==> src/rtl/core/flash_sector_rmw_writer_defines.svh <==
// ----------------------------------------------------------------------------
// Assertion macros for the sector-aware flash writer
// Each macro expands to a concurrent assertion clocked on clk and disabled
// while arst_n is low, or to nothing when NO_ASSERTIONS is set.
// ----------------------------------------------------------------------------
`ifndef FLASH_SECTOR_RMW_WRITER_DEFINES_SVH
`define FLASH_SECTOR_RMW_WRITER_DEFINES_SVH
`ifndef NO_ASSERTIONS
`define FSRW_ASSERT_IMP(label, ante, cons) \
	label: assert property (@(posedge clk) disable iff (!arst_n) (ante) |-> (cons)) \
		else $error("flash writer check failed");
`define FSRW_ASSERT_NEXT(label, ante, cons) \
	label: assert property (@(posedge clk) disable iff (!arst_n) (ante) |=> (cons)) \
		else $error("flash writer sequencing check failed");
`else
`define FSRW_ASSERT_IMP(label, ante, cons)
`define FSRW_ASSERT_NEXT(label, ante, cons)
`endif
`endif

==> src/rtl/core/fsrw_ram.sv <==
// ----------------------------------------------------------------------------
// Simple dual-port RAM
// One write port and one read port with a registered read output.
// ----------------------------------------------------------------------------
module fsrw_ram #(
	parameter int DEPTH = 256,
	parameter int WIDTH = 16
) (
	input  logic                     clk,
	input  logic                     we,
	input  logic [$clog2(DEPTH)-1:0] waddr,
	input  logic [WIDTH-1:0]         wdata,
	input  logic                     re,
	input  logic [$clog2(DEPTH)-1:0] raddr,
	output logic [WIDTH-1:0]         rdata
);

	logic [WIDTH-1:0] mem_q [DEPTH];

	always_ff @(posedge clk) begin
		if (we) begin
			mem_q[waddr] <= wdata;
		end
	end

	always_ff @(posedge clk) begin
		if (re) begin
			rdata <= mem_q[raddr];
		end
	end

endmodule

==> config.mk <==
export PLATFORM = sky130hd
export DESIGN_NAME = fsrw_ram
export DESIGN_NICKNAME = d
export VERILOG_FILES = /design/src/rtl/core/flash_sector_rmw_writer_defines.svh /design/src/rtl/core/fsrw_ram.sv
export SDC_FILE = /design/constraint.sdc
export NUM_CORES = 2
export LEC_CHECK = 0
export CORE_MARGIN = 8
export CORE_UTILIZATION = 45
export DETAILED_ROUTE_END_ITERATION = 8
export DONT_BUFFER_PORTS = 1
export HOLD_SLACK_MARGIN = 0.02
export PLACE_DENSITY = 0.59
export SYNTH_ARGS = -nofsm -noshare
export SYNTH_HDL_FRONTEND = slang
export SYNTH_SLANG_ARGS = --single-unit
==> constraint.sdc <==
create_clock -name clk -period 3.25 [get_ports clk]
set_input_delay 0.325 -clock clk [delete_from_list [all_inputs] [get_ports clk]]
set_output_delay 0.325 -clock clk [all_outputs]
set_load 0.05 [all_outputs]
Yosys cells after proc, flatten, opt, wreduce, memory -nomap -nowiden
Memories as Yosys holds them, arrays and structs flattened. A register that Yosys moved wholly into a read port is not among the register bits. Index checks and enable logic that the tools add are counted.

Register bits after elaboration: 0. Output and inout port bits: 16. Memories kept: 1. Logic and storage cells: 3. Memory bits (writable): 4096. Input port bits: 35.

Mux-type cells: 2.

Memory list: mem_q (words 256, width 16, read ports 1, clocked after memory_dff 1, write ports 1, line fsrw_ram.sv:18) `logic [WIDTH-1:0] mem_q [DEPTH];`.

Operators by type and width (number): 1-bit 2-to-1 mux (2).

Depth between registers and ports, before layout
Depth in word-level cells: 2. Mapped depth: 12. Mapped depth without buffers: 6.

Worst setup path after synthesis
OpenSTA, ideal clock, no wires.

Kind: input -> register. Start: input port raddr[0]. End: register rdata[4], read port of mem_q (data pin). Stages: 8. Slack: 0.676 ns. Setup time: 0.265 ns. Required time: 2.985 ns. Data arrival time: 2.309 ns. Path buffers: 3. Path through: buf_6 -> buf_6 -> buf_2 -> mux4_2 -> mux4_2 -> a22o_1 -> o32ai_2 -> nor4_2.

RTL lines: start: declaration (line fsrw_ram.sv:14) `input logic [$clog2(DEPTH)-1:0] raddr,`; end: declaration (line fsrw_ram.sv:15) `output logic [WIDTH-1:0] rdata`.

==> impl_metrics.py <==
metrics = {
    "status": {
        "status": "finished, violations left",
        "violations": "negative hold slack, max-slew violations, negative setup slack",
    },
    "setup_path": {
        "cp.arrival_ns": 4.01,
        "startpoint_type": "primary input",
        "r2r_cells": 8,
        "worst_setup_path_end_kind": "flip-flop",
        "critPathRequiredTime_ns": 3.97,
        "critPathMaxFanout": 115,
        "critPathKind": "primary input to flip-flop",
    },
    "logic_synthesis": {
        "ys_types": 51,
        "synth_edf_count": 4112,
        "yosys_warnings": 0,
        "syn_inst": 7360,
        "ys_seq_area_share_pct": 77.72,
        "async_reset_ff_share_pct": 0,
        "synth_largest_area_cell": "edfxtp_1",
        "syn-cell-area_um2": 158900,
        "yosysTopAreaCellShare_pct": 77.72,
        "synth.ff_latch_count": 4112,
        "ys.flop_type": "edfxtp_1",
        "avgSynthCellArea_um2": 21.59,
        "synth_area_leaders": "edfxtp_1 (78%), mux4_2 (11%), mux2i_1 (3.6%), o221ai_1 (1.4%), nor2_1 (0.72%)",
        "syn_nets": 7395,
    },
    "drt": {
        "wl_mm": 432.8,
        "wl_per_cell_um": 32.82,
        "drtIter0Drc": 10560,
        "drtAntennaViolNets": 0,
        "first_pass_iters": 8,
        "drc": 0,
        "routed_via_density": 6.055,
        "vias": 79840,
    },
    "flow_run": {
        "maxCapViolations": 0,
    },
    "grt": {
        "antenna_found_initial": 26,
        "grt-busiest-layer": "met2",
        "grt.total_usage_pct": 22.46,
        "gr-usage-met2_pct": 35.84,
        "global_route.usage.met1_pct": 31.81,
        "grt_remaining_overflow": 0,
        "grt_pass1_wl_mm": 605.5,
        "grt_pass1_vias": 79270,
        "gr-usage-met3_pct": 3.717,
        "grt_max_degree": 738,
    },
    "timing": {
        "holdWs_ns": -0.4685,
        "finalCritPeriodShare_pct": 101.1,
        "min_period_ns": 3.284,
        "setup_tns_ns": -0.06380,
        "timing.fmax_ghz": 0.3045,
        "rsz0062_at_grt": "no",
        "finalHoldViolCount": 1136,
        "skew_ns": 0.04463,
        "relSlewSlack_pct": -23.72,
        "timing.final.ws_setup_ns": -0.03444,
        "setup_viol": 2,
        "maxSlewViolCount": 483,
        "tightest_slew_ns": 1.856,
    },
    "final_layout": {
        "final_net_count": 8138,
        "drive_gt1_share_pct": 27.83,
        "finalNonFillerCells": 13190,
        "nFillCells": 27370,
        "area_growth_pct": 15.09,
    },
    "floorplanning": {
        "fp.dieW_um": 610.2,
        "die_y_um": 610.2,
        "fp-row-count": 218,
        "ios": 51,
        "initial_utilization_pct": 45.12,
        "die_area_um2": 372300,
        "core_area_um2": 352100,
    },
    "power_and_ir_drop": {
        "switching_share_pct": 21.14,
        "peakVddDrop_uv": 445.9,
        "total_leakage_power_nw": 58.38,
        "powerDensity_nw_per_um2": 604.2,
        "power_switching_w": 0.02336,
        "p_seq_share_pct": 53.1,
        "power_frac_clock_pct": 42.1,
        "combPwrFrac_pct": 4.7,
        "p_int_w": 0.08713,
    },
    "clocking": {
        "insertion_delay_ns": 0.98,
        "clk_pin_slew_ns": 0.06,
        "cts.path.max_buffers": 4,
        "root_buffer": "clkbuf_16",
        "htreeDepth": 5,
        "cts_tree": "yes",
        "cts_setup_buffers": 0,
        "cts_sinks": 4112,
        "cts-buffers-inserted": 417,
    },
    "min_path": {
        "worstHoldPathType": "primary input to flip-flop",
        "whs_path_depth": 0,
    },
    "place": {
        "gp_congestion": 0.8529,
        "hpwl_mm": 238.5,
        "portBuffers": 0,
        "dpl.cell_count": 12380,
    },
}
## synthesized netlist by cell type (9+ instances only)
cell type / count
clkbuf_1: 230
a22oi_1: 43
mux2_2: 88
buf_6: 77
nor2b_1: 9
buf_1: 27
edfxtp_1: 4112
buf_2: 76
mux2i_1: 565
o32ai_1: 20
a21oi_1: 175
nor2_1: 304
and3_1: 11
buf_8: 11
a211oi_1: 18
buf_4: 26
o22ai_1: 148
nor4_1: 17
o21ai_0: 37
nor3_1: 92
mux4_2: 797
nand4_1: 26
o31ai_1: 16
nand3_1: 35
a221oi_1: 28
nand2_1: 38
o221ai_1: 252
a22o_1: 32
## kinds of logic (layout without fill, tap and decap cells)
kind of cell	after synthesis	after routing	share of synthesized area [%]
compound gates	786	786	3.534
buf+inv	456	1545	1.692
flops	4112	4112	77.72
mux	1450	1450	15.48
other cells	0	8	0
simple gates	556	556	1.573
## critical path: stages
cell      delay, ns
buf_16         0.31
buf_16         0.43
or2_4          0.39
buf_12         0.40
o221ai_1       0.34
o22ai_1        0.27
nor3_1         0.13
nor4_1         0.63
buf_4          0.23
nor4_1         0.05
## cell usage in the layout, fill, tap and decap left out, types with 93 or more instances in the layout
cell	netlist	layout
mux2i_1	565	565
o22ai_1	148	148
o221ai_1	252	252
a21oi_1	175	175
edfxtp_1	4112	4112
nor2_1	304	210
nor2_2	0	93
buf_4	26	663
clkinv_1	0	104
clkbuf_16	0	427
mux4_2	797	797
## area by class of cell
| type | count | area (um^2) | area share [%] |
|---|---|---|---|
| Clock buffer | 504 | 10910 | 5.967 |
| Tap cell | 4730 | 5918 | 3.237 |
| Antenna cell | 8 | 20.02 | 0.01095 |
| Inverter | 4 | 27.53 | 0.01505 |
| Multi-Input combinational cell | 2792 | 33080 | 18.09 |
| Clock inverter | 261 | 2230 | 1.219 |
| Sequential cell | 4112 | 123500 | 67.53 |
| Timing Repair Buffer | 776 | 7184 | 3.929 |
## flip-flops by register name (all words and copies together), names as in the netlist
signal and flops:
mem_q 4096, rdata 16
## power groups by stage
stage	clock (W)	combinational, W	sequential [W]
after global placement	0	0.00440	0.0598
after detailed placement	0	0.00440	0.0598
final	0.0466	0.00523	0.0587
after global routing	0.0492	0.00547	0.0587
after floorplan	0	0.00288	0.0597
after CTS	0.0473	0.00464	0.0587
## path summary, 6_finish.rpt
check | start | endpoint | slack (ns)
hold reg to reg | mem_q[120][0] | rdata[0] | 1.17
setup / recovery | raddr[1] | rdata[12] | -0.03
hold / removal | wdata[5] | mem_q[231][5] | -0.47
setup reg to reg | mem_q[8][15] | rdata[15] | -0.01
## metal layers
layer	part of all wire (%)	up-vias	routed length, um
met3	8.0	657	34570
met5	0.024	-	102
li1	-	32830	-
met2	47	3524	205200
met1	41	42830	176700
met4	3.8	4	16310
## per-stage QoR
stage	hold slack [ns]	total power [W]	cell area (um^2)	utilization [%]	setup slack, ns
after detailed placement	0.4537	0.06419	168900	47.97	-0.9011
after global routing	-0.5264	0.1133	182800	51.92	0.04063
after global placement	0.4539	0.06418	168900	47.97	-0.9297
after floorplan	0.4239	0.06262	158900	-	0.6761
final	-0.4685	0.1105	182800	51.93	-0.03444
after CTS	-0.5083	0.1106	182300	51.77	0.003978
## what timing repair did
| action | CTS | global route |
|---|---|---|
| cloned | 0 | 3 |
| endpoints found under the hold margin | 4327 | 3140 |
| hold buffers | 16 | 16 |
| gates resized for setup | 4 | 1 |
| endpoints found under the setup margin | 4 | 16 |
Power figures use the tool's default switching activity.
